### config.mk
export PLATFORM = sky130hd
export DESIGN_NAME = goertzel_tone_detector_unit_flat
export DESIGN_NICKNAME = d
export VERILOG_FILES = /design/src/rtl/core/gtd_pkg.sv /design/src/rtl/core/gtd_if.sv /design/src/rtl/core/gtd_ctrl.sv /design/src/rtl/core/gtd_datapath.sv /design/src/rtl/core/goertzel_tone_detector_unit.sv /design/src/flat_wrapper.sv
export SDC_FILE = /design/constraint.sdc
export NUM_CORES = 2
export LEC_CHECK = 0
export BUFFER_PORTS_ARGS = -buffer_cell sky130_fd_sc_hd__buf_2
export CORE_AREA = 2 2 397 359
export CTS_BUF_LIST = sky130_fd_sc_hd__clkbuf_16
export DETAILED_ROUTE_END_ITERATION = 16
export DIE_AREA = 0 0 399 361
export HOLD_SLACK_MARGIN = 0.08
export PLACE_DENSITY_LB_ADDON = 0.3
export RECOVER_POWER = 100
export SLEW_MARGIN = 25
export SYNTH_ARGS = -nofsm -noshare
export SYNTH_HDL_FRONTEND = slang
export SYNTH_HIERARCHICAL = 1
export SYNTH_SLANG_ARGS = --single-unit
### constraint.sdc
create_clock -name clk -period 10.75 [get_ports clk]
set_input_delay 1.075 -clock clk [delete_from_list [all_inputs] [get_ports clk]]
set_output_delay 1.075 -clock clk [all_outputs]
set_load 0.05 [all_outputs]
### src/rtl/core/gtd_pkg.sv
// shared constants, codes and control types for the goertzel tone detector
package gtd_pkg;

    localparam int STATE_BITS_DEF = 48;
    localparam int FRAC_BITS_DEF  = 14;

    localparam int OP_W       = 2;
    localparam int SAMPLE_W   = 16;
    localparam int COEF_W     = 16;
    localparam int COEF_FRAC  = 14;
    localparam int FMT_W      = 2;
    localparam int CFG_IDX_W  = 2;
    localparam int CFG_DATA_W = 16;
    localparam int MAG_W      = 63;

    localparam int CHUNK_W    = 16;
    localparam int DIG_W      = CHUNK_W + 1;
    localparam int ROOT_W     = 63;
    localparam int RAD_W      = 2 * ROOT_W;
    localparam int REM_W      = ROOT_W + 4;
    localparam int SQRT_STEPS = ROOT_W;
    localparam int CNT_W      = 6;

    typedef enum logic [OP_W-1:0] {
        OP_SAMPLE = 2'd0,
        OP_READ   = 2'd1,
        OP_CLEAR  = 2'd2
    } op_t;

    typedef enum logic [FMT_W-1:0] {
        FMT_S16 = 2'd0,
        FMT_U8  = 2'd1,
        FMT_U16 = 2'd2
    } fmt_t;

    typedef enum logic [CFG_IDX_W-1:0] {
        REG_COEF   = 2'd0,
        REG_FORMAT = 2'd1,
        REG_ROOT   = 2'd2
    } reg_idx_t;

    typedef enum logic [2:0] {
        MUL_STEP     = 3'd0,
        MUL_NEG_COEF = 3'd1,
        MUL_Q1_SCALE = 3'd2,
        MUL_R_CHUNK  = 3'd3,
        MUL_Q2_CHUNK = 3'd4
    } mul_sel_t;

    typedef struct packed {
        logic     in_load;
        logic     mul_en;
        mul_sel_t mul_sel;
        logic     chunk_first;
        logic     chunk_last;
        logic     acc_en;
        logic     acc_clr;
        logic     split_load;
        logic     update_en;
        logic     state_clr;
        logic     sqrt_init;
        logic     sqrt_step;
        logic     out_load;
    } gtd_cmd_t;

    typedef struct packed {
        logic root_mode;
    } gtd_status_t;

endpackage

### src/rtl/core/gtd_if.sv
// valid/ready channel interfaces for items, results and register writes
interface gtd_in_if;
    import gtd_pkg::*;
    logic                valid;
    logic                ready;
    logic [OP_W-1:0]     op;
    logic [SAMPLE_W-1:0] sample;

    modport source (output valid, output op, output sample, input ready);
    modport sink   (input valid, input op, input sample, output ready);
endinterface

interface gtd_out_if;
    import gtd_pkg::*;
    logic             valid;
    logic             ready;
    logic [MAG_W-1:0] magnitude;
    logic             saturated;

    modport source (output valid, output magnitude, output saturated, input ready);
    modport sink   (input valid, input magnitude, input saturated, output ready);
endinterface

interface gtd_cfg_if;
    import gtd_pkg::*;
    logic                  valid;
    logic                  ready;
    logic [CFG_IDX_W-1:0]  index;
    logic [CFG_DATA_W-1:0] data;

    modport source (output valid, output index, output data, input ready);
    modport sink   (input valid, input index, input data, output ready);
endinterface

### src/rtl/core/gtd_ctrl.sv
// controller state machine sequencing sample updates, reads and root extraction
module gtd_ctrl #(
    parameter int STATE_BITS = gtd_pkg::STATE_BITS_DEF
) (
    input  logic                      clk,
    input  logic                      rst_n,
    input  logic                      in_valid,
    input  logic [gtd_pkg::OP_W-1:0]  in_op,
    output logic                      in_ready,
    output logic                      out_valid,
    input  logic                      out_ready,
    input  gtd_pkg::gtd_status_t      status,
    output gtd_pkg::gtd_cmd_t         cmd
);
    import gtd_pkg::*;

    localparam int NR    = (STATE_BITS + CHUNK_W + CHUNK_W - 1) / CHUNK_W;
    localparam int NQ    = (STATE_BITS + CHUNK_W - 1) / CHUNK_W;
    localparam int NSTEP = 2 + NR + NQ;

    localparam logic [CNT_W-1:0] STEP_NEG   = CNT_W'(0);
    localparam logic [CNT_W-1:0] STEP_SCALE = CNT_W'(1);
    localparam logic [CNT_W-1:0] STEP_R0    = CNT_W'(2);
    localparam logic [CNT_W-1:0] STEP_RN    = CNT_W'(2 + NR - 1);
    localparam logic [CNT_W-1:0] STEP_Q0    = CNT_W'(2 + NR);
    localparam logic [CNT_W-1:0] STEP_LAST  = CNT_W'(NSTEP - 1);
    localparam logic [CNT_W-1:0] SQRT_LAST  = CNT_W'(SQRT_STEPS - 1);

    typedef enum logic [7:0] {
        S_IDLE     = 8'b0000_0001,
        S_STEP_MUL = 8'b0000_0010,
        S_STEP_UPD = 8'b0000_0100,
        S_RD_MUL   = 8'b0000_1000,
        S_RD_ACC   = 8'b0001_0000,
        S_RD_FIN   = 8'b0010_0000,
        S_RD_SQRT  = 8'b0100_0000,
        S_RD_OUT   = 8'b1000_0000
    } state_t;

    state_t           state_reg, state_next;
    logic [CNT_W-1:0] step_reg, step_next;
    logic             out_valid_reg, out_valid_next;

    assign in_ready  = (state_reg == S_IDLE);
    assign out_valid = out_valid_reg;

    always_comb
    begin
        state_next     = state_reg;
        step_next      = step_reg;
        out_valid_next = out_valid_reg & ~out_ready;
        cmd            = '0;
        cmd.mul_sel    = MUL_STEP;
        unique case (state_reg)
            S_IDLE:
            begin
                if (in_valid)
                begin
                    cmd.in_load = 1'b1;
                    unique case (op_t'(in_op))
                        OP_SAMPLE: state_next = S_STEP_MUL;
                        OP_READ:
                        begin
                            step_next  = '0;
                            state_next = S_RD_MUL;
                        end
                        OP_CLEAR: cmd.state_clr = 1'b1;
                        default: ;
                    endcase
                end
            end
            S_STEP_MUL:
            begin
                cmd.mul_en  = 1'b1;
                cmd.mul_sel = MUL_STEP;
                state_next  = S_STEP_UPD;
            end
            S_STEP_UPD:
            begin
                cmd.update_en = 1'b1;
                state_next    = S_IDLE;
            end
            S_RD_MUL:
            begin
                cmd.mul_en = 1'b1;
                if (step_reg == STEP_NEG)
                begin
                    cmd.mul_sel = MUL_NEG_COEF;
                end
                else if (step_reg == STEP_SCALE)
                begin
                    cmd.mul_sel = MUL_Q1_SCALE;
                end
                else if (step_reg < STEP_Q0)
                begin
                    cmd.mul_sel     = MUL_R_CHUNK;
                    cmd.chunk_first = (step_reg == STEP_R0);
                    cmd.chunk_last  = (step_reg == STEP_RN);
                end
                else
                begin
                    cmd.mul_sel     = MUL_Q2_CHUNK;
                    cmd.chunk_first = (step_reg == STEP_Q0);
                    cmd.chunk_last  = (step_reg == STEP_LAST);
                end
                state_next = S_RD_ACC;
            end
            S_RD_ACC:
            begin
                cmd.acc_en     = 1'b1;
                cmd.acc_clr    = (step_reg == STEP_NEG) || (step_reg == STEP_R0);
                cmd.split_load = (step_reg == STEP_SCALE);
                if (step_reg == STEP_LAST)
                begin
                    state_next = S_RD_FIN;
                end
                else
                begin
                    step_next  = step_reg + CNT_W'(1);
                    state_next = S_RD_MUL;
                end
            end
            S_RD_FIN:
            begin
                if (status.root_mode)
                begin
                    cmd.sqrt_init = 1'b1;
                    step_next     = '0;
                    state_next    = S_RD_SQRT;
                end
                else
                begin
                    state_next = S_RD_OUT;
                end
            end
            S_RD_SQRT:
            begin
                cmd.sqrt_step = 1'b1;
                if (step_reg == SQRT_LAST)
                begin
                    state_next = S_RD_OUT;
                end
                else
                begin
                    step_next = step_reg + CNT_W'(1);
                end
            end
            S_RD_OUT:
            begin
                if (!out_valid_reg || out_ready)
                begin
                    cmd.out_load   = 1'b1;
                    cmd.state_clr  = 1'b1;
                    out_valid_next = 1'b1;
                    state_next     = S_IDLE;
                end
            end
            default: state_next = S_IDLE;
        endcase
    end

    always_ff @(posedge clk or negedge rst_n)
    begin
        if (!rst_n)
        begin
            state_reg     <= S_IDLE;
            step_reg      <= '0;
            out_valid_reg <= 1'b0;
        end
        else
        begin
            state_reg     <= state_next;
            step_reg      <= step_next;
            out_valid_reg <= out_valid_next;
        end
    end

endmodule

### src/rtl/core/gtd_datapath.sv
// datapath: registers, shared digit multiplier, accumulator, saturation and square root
module gtd_datapath #(
    parameter int STATE_BITS = gtd_pkg::STATE_BITS_DEF,
    parameter int FRAC_BITS  = gtd_pkg::FRAC_BITS_DEF
) (
    input  logic                            clk,
    input  logic                            rst_n,
    input  gtd_pkg::gtd_cmd_t               cmd,
    output gtd_pkg::gtd_status_t            status,
    input  logic [gtd_pkg::SAMPLE_W-1:0]    sample,
    input  logic                            cfg_write,
    input  logic [gtd_pkg::CFG_IDX_W-1:0]   cfg_index,
    input  logic [gtd_pkg::CFG_DATA_W-1:0]  cfg_data,
    output logic [gtd_pkg::MAG_W-1:0]       magnitude,
    output logic                            saturated
);
    import gtd_pkg::*;

    localparam int NR     = (STATE_BITS + CHUNK_W + CHUNK_W - 1) / CHUNK_W;
    localparam int NQ     = (STATE_BITS + CHUNK_W - 1) / CHUNK_W;
    localparam int RW     = CHUNK_W * NR;
    localparam int QW     = CHUNK_W * NQ;
    localparam int PW     = STATE_BITS + DIG_W;
    localparam int ACC_W  = 2 * STATE_BITS + 18;
    localparam int SH_W   = $clog2(CHUNK_W * NR + COEF_FRAC + 1);
    localparam int SUM_A  = STATE_BITS + 3;
    localparam int SUM_B  = SAMPLE_W + FRAC_BITS;
    localparam int SUM_W  = ((SUM_A > SUM_B) ? SUM_A : SUM_B) + 2;
    localparam int SQ_SH  = 2 * FRAC_BITS + COEF_FRAC;
    localparam int MW     = ACC_W - 1 - SQ_SH;
    localparam int EXT_W  = (MW > RAD_W + 1) ? MW : RAD_W + 1;

    localparam logic signed [DIG_W-1:0] ONE_COEF = DIG_W'(1 << COEF_FRAC);
    localparam logic [SH_W-1:0]         SH_STEP  = SH_W'(CHUNK_W);
    localparam logic [SH_W-1:0]         SH_Q2    = SH_W'(COEF_FRAC);

    // configuration
    logic signed [COEF_W-1:0]     coef_reg;
    logic [FMT_W-1:0]             fmt_reg;
    logic                         root_mode_reg;

    // filter state
    logic signed [STATE_BITS-1:0] q1_reg, q2_reg;
    logic                         ovf_reg;
    logic [SAMPLE_W-1:0]          sample_reg;

    // multiply and accumulate
    logic signed [STATE_BITS-1:0] mul_a;
    logic signed [DIG_W-1:0]      mul_d;
    logic signed [DIG_W-1:0]      coef_ext;
    logic signed [PW-1:0]         prod_reg, prod_next;
    logic [SH_W-1:0]              shamt_reg;
    logic signed [ACC_W-1:0]      acc_reg, acc_next, addend;
    logic [RW-1:0]                r_sh_reg;
    logic [QW-1:0]                q_sh_reg;

    // sample update
    logic signed [SAMPLE_W-1:0]   value;
    logic signed [SUM_W-1:0]      x_ext, sum;
    logic [SUM_W-STATE_BITS:0]    sum_top;
    logic                         sum_fits;
    logic signed [STATE_BITS-1:0] sum_sat;

    // magnitude
    logic [MW-1:0]                m_u;
    logic [EXT_W-1:0]             m_ext;
    logic                         sq_sat;
    logic [MAG_W-1:0]             sq_mag;
    logic [RAD_W-1:0]             rad_in;

    // square root
    logic [RAD_W-1:0]             rad_reg;
    logic [REM_W-1:0]             rem_reg, rem_sh, trial;
    logic [ROOT_W-1:0]            sq_root_reg;
    logic                         root_ge;

    logic [MAG_W-1:0]             mag_out_reg;
    logic                         sat_out_reg;

    assign status.root_mode = root_mode_reg;
    assign magnitude        = mag_out_reg;
    assign saturated        = sat_out_reg;

    always_ff @(posedge clk or negedge rst_n)
    begin
        if (!rst_n)
        begin
            coef_reg      <= '0;
            fmt_reg       <= '0;
            root_mode_reg <= 1'b0;
        end
        else if (cfg_write)
        begin
            unique case (reg_idx_t'(cfg_index))
                REG_COEF:   coef_reg      <= cfg_data[COEF_W-1:0];
                REG_FORMAT: fmt_reg       <= cfg_data[FMT_W-1:0];
                REG_ROOT:   root_mode_reg <= cfg_data[0];
                default: ;
            endcase
        end
    end

    // offset removal
    always_comb
    begin
        unique case (fmt_t'(fmt_reg))
            FMT_U8:  value = {{(SAMPLE_W-8){~sample_reg[7]}}, ~sample_reg[7], sample_reg[6:0]};
            FMT_U16: value = {~sample_reg[SAMPLE_W-1], sample_reg[SAMPLE_W-2:0]};
            default: value = sample_reg;
        endcase
    end

    assign coef_ext = DIG_W'(coef_reg);

    always_comb
    begin
        case (cmd.mul_sel)
            MUL_NEG_COEF:
            begin
                mul_a = q2_reg;
                mul_d = -coef_ext;
            end
            MUL_Q1_SCALE:
            begin
                mul_a = q1_reg;
                mul_d = ONE_COEF;
            end
            MUL_R_CHUNK:
            begin
                mul_a = q1_reg;
                mul_d = cmd.chunk_last ? {r_sh_reg[CHUNK_W-1], r_sh_reg[CHUNK_W-1:0]}
                                       : {1'b0, r_sh_reg[CHUNK_W-1:0]};
            end
            MUL_Q2_CHUNK:
            begin
                mul_a = q2_reg;
                mul_d = cmd.chunk_last ? {q_sh_reg[CHUNK_W-1], q_sh_reg[CHUNK_W-1:0]}
                                       : {1'b0, q_sh_reg[CHUNK_W-1:0]};
            end
            default:
            begin
                mul_a = q1_reg;
                mul_d = coef_ext;
            end
        endcase
    end

    assign prod_next = mul_a * mul_d;
    assign addend    = ACC_W'(prod_reg) <<< shamt_reg;
    assign acc_next  = (cmd.acc_clr ? '0 : acc_reg) + addend;

    always_ff @(posedge clk)
    begin
        if (cmd.in_load)
        begin
            sample_reg <= sample;
        end
        if (cmd.mul_en)
        begin
            prod_reg <= prod_next;
            case (cmd.mul_sel)
                MUL_R_CHUNK:
                begin
                    shamt_reg <= cmd.chunk_first ? '0 : shamt_reg + SH_STEP;
                    r_sh_reg  <= r_sh_reg >> CHUNK_W;
                end
                MUL_Q2_CHUNK:
                begin
                    shamt_reg <= cmd.chunk_first ? SH_Q2 : shamt_reg + SH_STEP;
                    q_sh_reg  <= q_sh_reg >> CHUNK_W;
                end
                default: shamt_reg <= '0;
            endcase
        end
        if (cmd.acc_en)
        begin
            acc_reg <= acc_next;
        end
        if (cmd.split_load)
        begin
            r_sh_reg <= acc_next[RW-1:0];
            q_sh_reg <= QW'(q2_reg);
        end
    end

    // recursion step with saturation to the state width
    assign x_ext    = SUM_W'(value) <<< FRAC_BITS;
    assign sum      = SUM_W'(prod_reg >>> COEF_FRAC) - SUM_W'(q2_reg) + x_ext;
    assign sum_top  = sum[SUM_W-1:STATE_BITS-1];
    assign sum_fits = (&sum_top) | ~(|sum_top);
    assign sum_sat  = sum_fits ? sum[STATE_BITS-1:0]
                    : (sum[SUM_W-1] ? {1'b1, {(STATE_BITS-1){1'b0}}}
                                    : {1'b0, {(STATE_BITS-1){1'b1}}});

    always_ff @(posedge clk or negedge rst_n)
    begin
        if (!rst_n)
        begin
            q1_reg  <= '0;
            q2_reg  <= '0;
            ovf_reg <= 1'b0;
        end
        else if (cmd.state_clr)
        begin
            q1_reg  <= '0;
            q2_reg  <= '0;
            ovf_reg <= 1'b0;
        end
        else if (cmd.update_en)
        begin
            q2_reg  <= q1_reg;
            q1_reg  <= sum_sat;
            ovf_reg <= ovf_reg | ~sum_fits;
        end
    end

    // drop fraction, clamp negative to zero
    assign m_u    = acc_reg[ACC_W-1] ? '0 : acc_reg[ACC_W-2:SQ_SH];
    assign m_ext  = EXT_W'(m_u);
    assign sq_sat = |m_ext[EXT_W-1:MAG_W];
    assign sq_mag = sq_sat ? '1 : m_ext[MAG_W-1:0];
    assign rad_in = (|m_ext[EXT_W-1:RAD_W]) ? '1 : m_ext[RAD_W-1:0];

    // digit-by-digit square root, one result bit per cycle
    assign rem_sh  = {rem_reg[REM_W-3:0], rad_reg[RAD_W-1 -: 2]};
    assign trial   = {2'b00, sq_root_reg, 2'b01};
    assign root_ge = (rem_sh >= trial);

    always_ff @(posedge clk)
    begin
        if (cmd.sqrt_init)
        begin
            rad_reg     <= rad_in;
            rem_reg     <= '0;
            sq_root_reg <= '0;
        end
        else if (cmd.sqrt_step)
        begin
            rad_reg     <= rad_reg << 2;
            rem_reg     <= root_ge ? rem_sh - trial : rem_sh;
            sq_root_reg <= {sq_root_reg[ROOT_W-2:0], root_ge};
        end
        if (cmd.out_load)
        begin
            mag_out_reg <= root_mode_reg ? sq_root_reg : sq_mag;
            sat_out_reg <= ovf_reg | (~root_mode_reg & sq_sat);
        end
    end

endmodule

### src/rtl/core/goertzel_tone_detector_unit.sv
// goertzel tone detector top level
// sample item: accept, coefficient multiply, state update; clear item: cleared when accepted
// read item: multiply and accumulate per step on the state x 17-bit digit multiplier,
//   2 + ceil((STATE_BITS+16)/16) + ceil(STATE_BITS/16) steps, then a finish and an output state
// root mode adds the one-bit-per-cycle square root unit, one step per root bit
// reset clears the filter state, the overflow flag and all configuration registers
module goertzel_tone_detector_unit #(
    parameter int STATE_BITS = gtd_pkg::STATE_BITS_DEF,
    parameter int FRAC_BITS  = gtd_pkg::FRAC_BITS_DEF
) (
    input  logic       clk,
    input  logic       rst_n,
    gtd_in_if.sink     samples,
    gtd_out_if.source  results,
    gtd_cfg_if.sink    cfg
);
    import gtd_pkg::*;

    gtd_cmd_t    cmd;
    gtd_status_t status;

    assign cfg.ready = 1'b1;

    gtd_ctrl #(
        .STATE_BITS (STATE_BITS)
    ) u_ctrl (
        .clk       (clk),
        .rst_n     (rst_n),
        .in_valid  (samples.valid),
        .in_op     (samples.op),
        .in_ready  (samples.ready),
        .out_valid (results.valid),
        .out_ready (results.ready),
        .status    (status),
        .cmd       (cmd)
    );

    gtd_datapath #(
        .STATE_BITS (STATE_BITS),
        .FRAC_BITS  (FRAC_BITS)
    ) u_datapath (
        .clk       (clk),
        .rst_n     (rst_n),
        .cmd       (cmd),
        .status    (status),
        .sample    (samples.sample),
        .cfg_write (cfg.valid),
        .cfg_index (cfg.index),
        .cfg_data  (cfg.data),
        .magnitude (results.magnitude),
        .saturated (results.saturated)
    );

endmodule

### src/flat_wrapper.sv
// flat-port wrapper written by rule: the top's interface ports become plain ports
module goertzel_tone_detector_unit_flat import gtd_pkg::*;
#(
    parameter int STATE_BITS = gtd_pkg::STATE_BITS_DEF,
    parameter int FRAC_BITS  = gtd_pkg::FRAC_BITS_DEF
)
  (clk, rst_n, samples_valid, samples_op, samples_sample, samples_ready, results_valid, results_magnitude, results_saturated, results_ready, cfg_valid, cfg_index, cfg_data, cfg_ready);
  gtd_in_if samples_i ();
  gtd_out_if results_i ();
  gtd_cfg_if cfg_i ();
  input  logic clk;
  input  logic rst_n;
  input wire logic [$bits(samples_i.valid)-1:0] samples_valid;
  input wire logic [$bits(samples_i.op)-1:0] samples_op;
  input wire logic [$bits(samples_i.sample)-1:0] samples_sample;
  output wire logic [$bits(samples_i.ready)-1:0] samples_ready;
  output wire logic [$bits(results_i.valid)-1:0] results_valid;
  output wire logic [$bits(results_i.magnitude)-1:0] results_magnitude;
  output wire logic [$bits(results_i.saturated)-1:0] results_saturated;
  input wire logic [$bits(results_i.ready)-1:0] results_ready;
  input wire logic [$bits(cfg_i.valid)-1:0] cfg_valid;
  input wire logic [$bits(cfg_i.index)-1:0] cfg_index;
  input wire logic [$bits(cfg_i.data)-1:0] cfg_data;
  output wire logic [$bits(cfg_i.ready)-1:0] cfg_ready;
  assign samples_i.valid = samples_valid;
  assign samples_i.op = samples_op;
  assign samples_i.sample = samples_sample;
  assign samples_ready = samples_i.ready;
  assign results_valid = results_i.valid;
  assign results_magnitude = results_i.magnitude;
  assign results_saturated = results_i.saturated;
  assign results_i.ready = results_ready;
  assign cfg_i.valid = cfg_valid;
  assign cfg_i.index = cfg_index;
  assign cfg_i.data = cfg_data;
  assign cfg_ready = cfg_i.ready;
  goertzel_tone_detector_unit #(.STATE_BITS(STATE_BITS), .FRAC_BITS(FRAC_BITS)) u_core (.clk(clk), .rst_n(rst_n), .samples(samples_i), .results(results_i), .cfg(cfg_i));
endmodule
==> metrics <==
status=finished with violations; failing checks=max-capacitance violations, max-slew violations; crit-path max cell delay=between 0.5 and 0.6 ns; Comb power frac=24.9%; clock share of power=between 30% and 40%; synthesized flop and latch total=760; reg2reg start=u_core/u_datapath/coef_reg[2]; Slew HR=-390.2%; Die H=~360 um; hold_ws=0.4852 ns; cell at the slowest stage of the critical path=fa_1; Sink Count=760; Starting Density=54.81%; gr usage total=between 30% and 40%; Reg2Reg Capture Point=u_core/u_datapath/prod_reg[61]; Crit Path Category=reg2reg; EDFF count, synth=approximately 450; Cell Area, Synth=0.07649 mm2; Syn Inst Count=approximately 8,400; CTS clk-pin slew, worst paths=about 0.060 ns; critical path required time=approximately 11 ns; share of Yosys cell area claimed by the top area cell type=around a fifth; path depth of the worst reg2reg path=32; Cells on Worst Hold Path=2; CP max FO=34; Nets=about 9,600; CTS H-tree depth=3; First DRT Iteration DRCs=6,749; hold_sp=u_core/u_datapath/rad_reg[70]; max FFs per register=around 130; Netlist cell types=95; final hold vios=0; Worst-Skew Late Latency=roughly 0.70 ns; FFs w/ async S/R, synth=17.24%; Worst Hold Class=reg2reg; cell taking the most area after synthesis=fa_1; Port Buf Inserts=106; Slew Limit Fails=1,209; P per Cell Area=99.94 mW/mm2; adder-cell share of the synthesized area=a little over a quarter; Die Area=around 0.14 mm2; Pint=approximately 5.5 mW; IO Pins=approximately 110; synth warn=6; ANT nets after route=0; f_max=between 0.09 and 0.1 GHz; global route total overflow=0; first-pass GRT wire length=between 300,000 and 400,000 um; layout cells sized above 1=between 6 and 7%; Clock Tree Buf Depth=3; Max Cap Viol=19; Avg Inst Size Synth=between 9 and 10 um2; Root Buffer=clkbuf_16; min cycle time layout=10.29 ns; Most used DFF post-synth=edfxtp_1; worst path arrival time=10.72 ns; post-route cell area=~0.082 mm2; Hold EP=u_core/u_datapath/rad_reg[72]; Routed WL=around 240,000 um; Core ar.=between 0.1 and 0.15 mm2; largest net degree at the start of global routing=approximately 180; vias in the first global route=just over 60,000; simple-gate share of the synthesized area=roughly 15%; Cell Area, Placed=just under 0.08 mm2; Slew @ Worst Pin=7.353 ns; DPL Wire Length=around 190,000 um; CP Launch Type=flop; DIE WIDTH=around 400 um; Max VDD drop=approximately 0.00013 V; Final WS setup=around 0.46 ns; DR WL/cell=between 20 and 25 um; Worst Setup End Kind=flop; pre-CTS WS=~0.18 ns; Non-Filler Instances=10,250; Area contributors post-synth=fa_1 (21%), edfxtp_1 (18%), ha_1 (6.5%), inv_1 (5.6%), dfxtp_1 (4.8%); syn_nets=9,688; Tcrit/Tclk final=between 90% and 100%; routability cong.=about 1; most instantiated cells after synthesis=inv_1 (1,135), nand2_1 (934), fa_1 (800), nor2_1 (800), a21oi_1 (550); Via density=between 6 and 7; Pre-antenna DRT Iters=6; hold buffer count at CTS=0; Placed Cells incl. Taps=between 10,000 and 15,000; P&R area growth vs syn=6.803%; sequential fraction of the synthesis area=between 20% and 30%; Worst Skew=slightly above 0.05 ns; count leader, synth=inv_1; num rows=130; Switching Fraction=32.73%; total CTS buffers=85; sequential power share=between 30% and 40%; mux contribution to synthesized area=slightly below 7%; Compound-Gate Fraction of Synth Area=between 10% and 20%; XOR/XNOR share of the synthesized area=3.183%; Static Leak=between 30 and 40 nW; Psw=approximately 2.7 mW; largest family of logic cells by synthesized area=adder cells; DR DRC count=0; detailed-route via count=about 62,000; CTS tree=done; initial antenna violation count=11; R2R setup slack=about 0.46 ns; unrepaired setup endpoints after global routing=false; Setup Viol. Count Final=0; Fin Setup TNS=0 ns
==> cell usage in the layout, fill, tap and decap left out, types with 47 or more instances in the layout <==
master,Yosys,final
ha_1,398,398
xor2_1,100,100
mux2i_1,257,255
nand2b_1,59,59
nor2b_1,219,218
and3_1,47,47
buf_4,1,101
a211oi_1,75,74
o211ai_1,72,72
a21oi_1,550,542
mux2_1,0,56
dfxtp_1,183,183
clkbuf_1,405,93
and2_1,83,54
nor2_1,800,794
clkbuf_16,0,87
o21a_1,50,50
o21ai_0,242,240
inv_1,1135,1145
a31oi_1,63,62
nor3_1,141,141
fa_1,800,800
nand2_1,934,934
edfxtp_1,446,446
nand3_1,83,83
a21o_1,189,188
nand4_1,84,84
o21bai_1,68,67
xnor2_1,178,178
dfrtp_1,130,130
mux2_2,233,177
==> power by group through the flow <==
stage	sequential (mW)	clock [mW]	combinational, mW
floorplan	3.17	0	1.33
global placement	3.19	0	1.93
detailed placement	3.19	0	1.94
CTS	3.13	3.05	1.96
global route	3.13	3.16	2.19
finish	3.13	3.00	2.03
==> routing by layer <==
metal	wire [um]	share of wire [%]	vias to the layer above	track usage (%)
met5	59	0.024	-	0
met4	7187	3.0	10	9.590
li1	-	-	27870	-
met2	105000	43	2644	50.32
met1	108000	45	30960	49.53
met3	21350	8.8	404	5.819
==> repair_timing <==
| action | 4_1_cts | 5_1_grt |
|---|---|---|
| setup buffers | 0 | 9 |
| setup endpoints to repair | 0 | 16 |
| gates resized for setup | 0 | 17 |
==> worst max-delay path, delay by kind of cell, from the launching register on <==
kind                     cells  cell delay [ns]
AND/OR/NAND/NOR             14             3.93
AO/OA/AOI/OAI                7             1.91
adder cells (fa/ha/maj)      7             3.34
flip-flops                   1             0.44
buffers and inverters        4             0.41
==> worst max path at each step <==
stage / end / start / cells after the start
floorplan: u_core/u_datapath/prod_reg[61] / u_core/u_ctrl/state_reg[5] / 34
global placement: u_core/u_datapath/prod_reg[44] / u_core/u_ctrl/state_reg[5] / 39
detailed placement: u_core/u_datapath/prod_reg[44] / u_core/u_ctrl/state_reg[5] / 39
CTS: u_core/u_datapath/prod_reg[44] / u_core/u_ctrl/state_reg[5] / 39
global route: u_core/u_datapath/prod_reg[50] / u_core/u_ctrl/state_reg[5] / 38
finish: u_core/u_datapath/prod_reg[61] / u_core/u_datapath/coef_reg[2] / 32
==> cells by family after synthesis <==
family / Yosys count
compound gates: 1562
xor+xnor: 278
fa+ha+maj: 1198
buf+inv: 1598
flops: 760
mux: 492
other cells: 1
simple gates: 2560
==> final cells by class <==
cell class / instances / area [um2]
Antenna cell: 4 / 10.01
Clock inverter: 73 / 689.4
Inverter: 1137 / 4270
Timing Repair Buffer: 247 / 1632
Tap cell: 1848 / 2312
Sequential cell: 760 / 20340
Fill cell: 12290 / 57860
Clock buffer: 86 / 2152
Multi-Input combinational cell: 6091 / 50290
==> metrics by stage <==
step	util [%]	total power, mW
floorplan	-	4.499
global route	58.53	8.484
finish	58.54	8.165
detailed placement	56.57	5.129
CTS	58.61	8.137
global placement	56.55	5.126
Power figures use the tool's default switching activity.
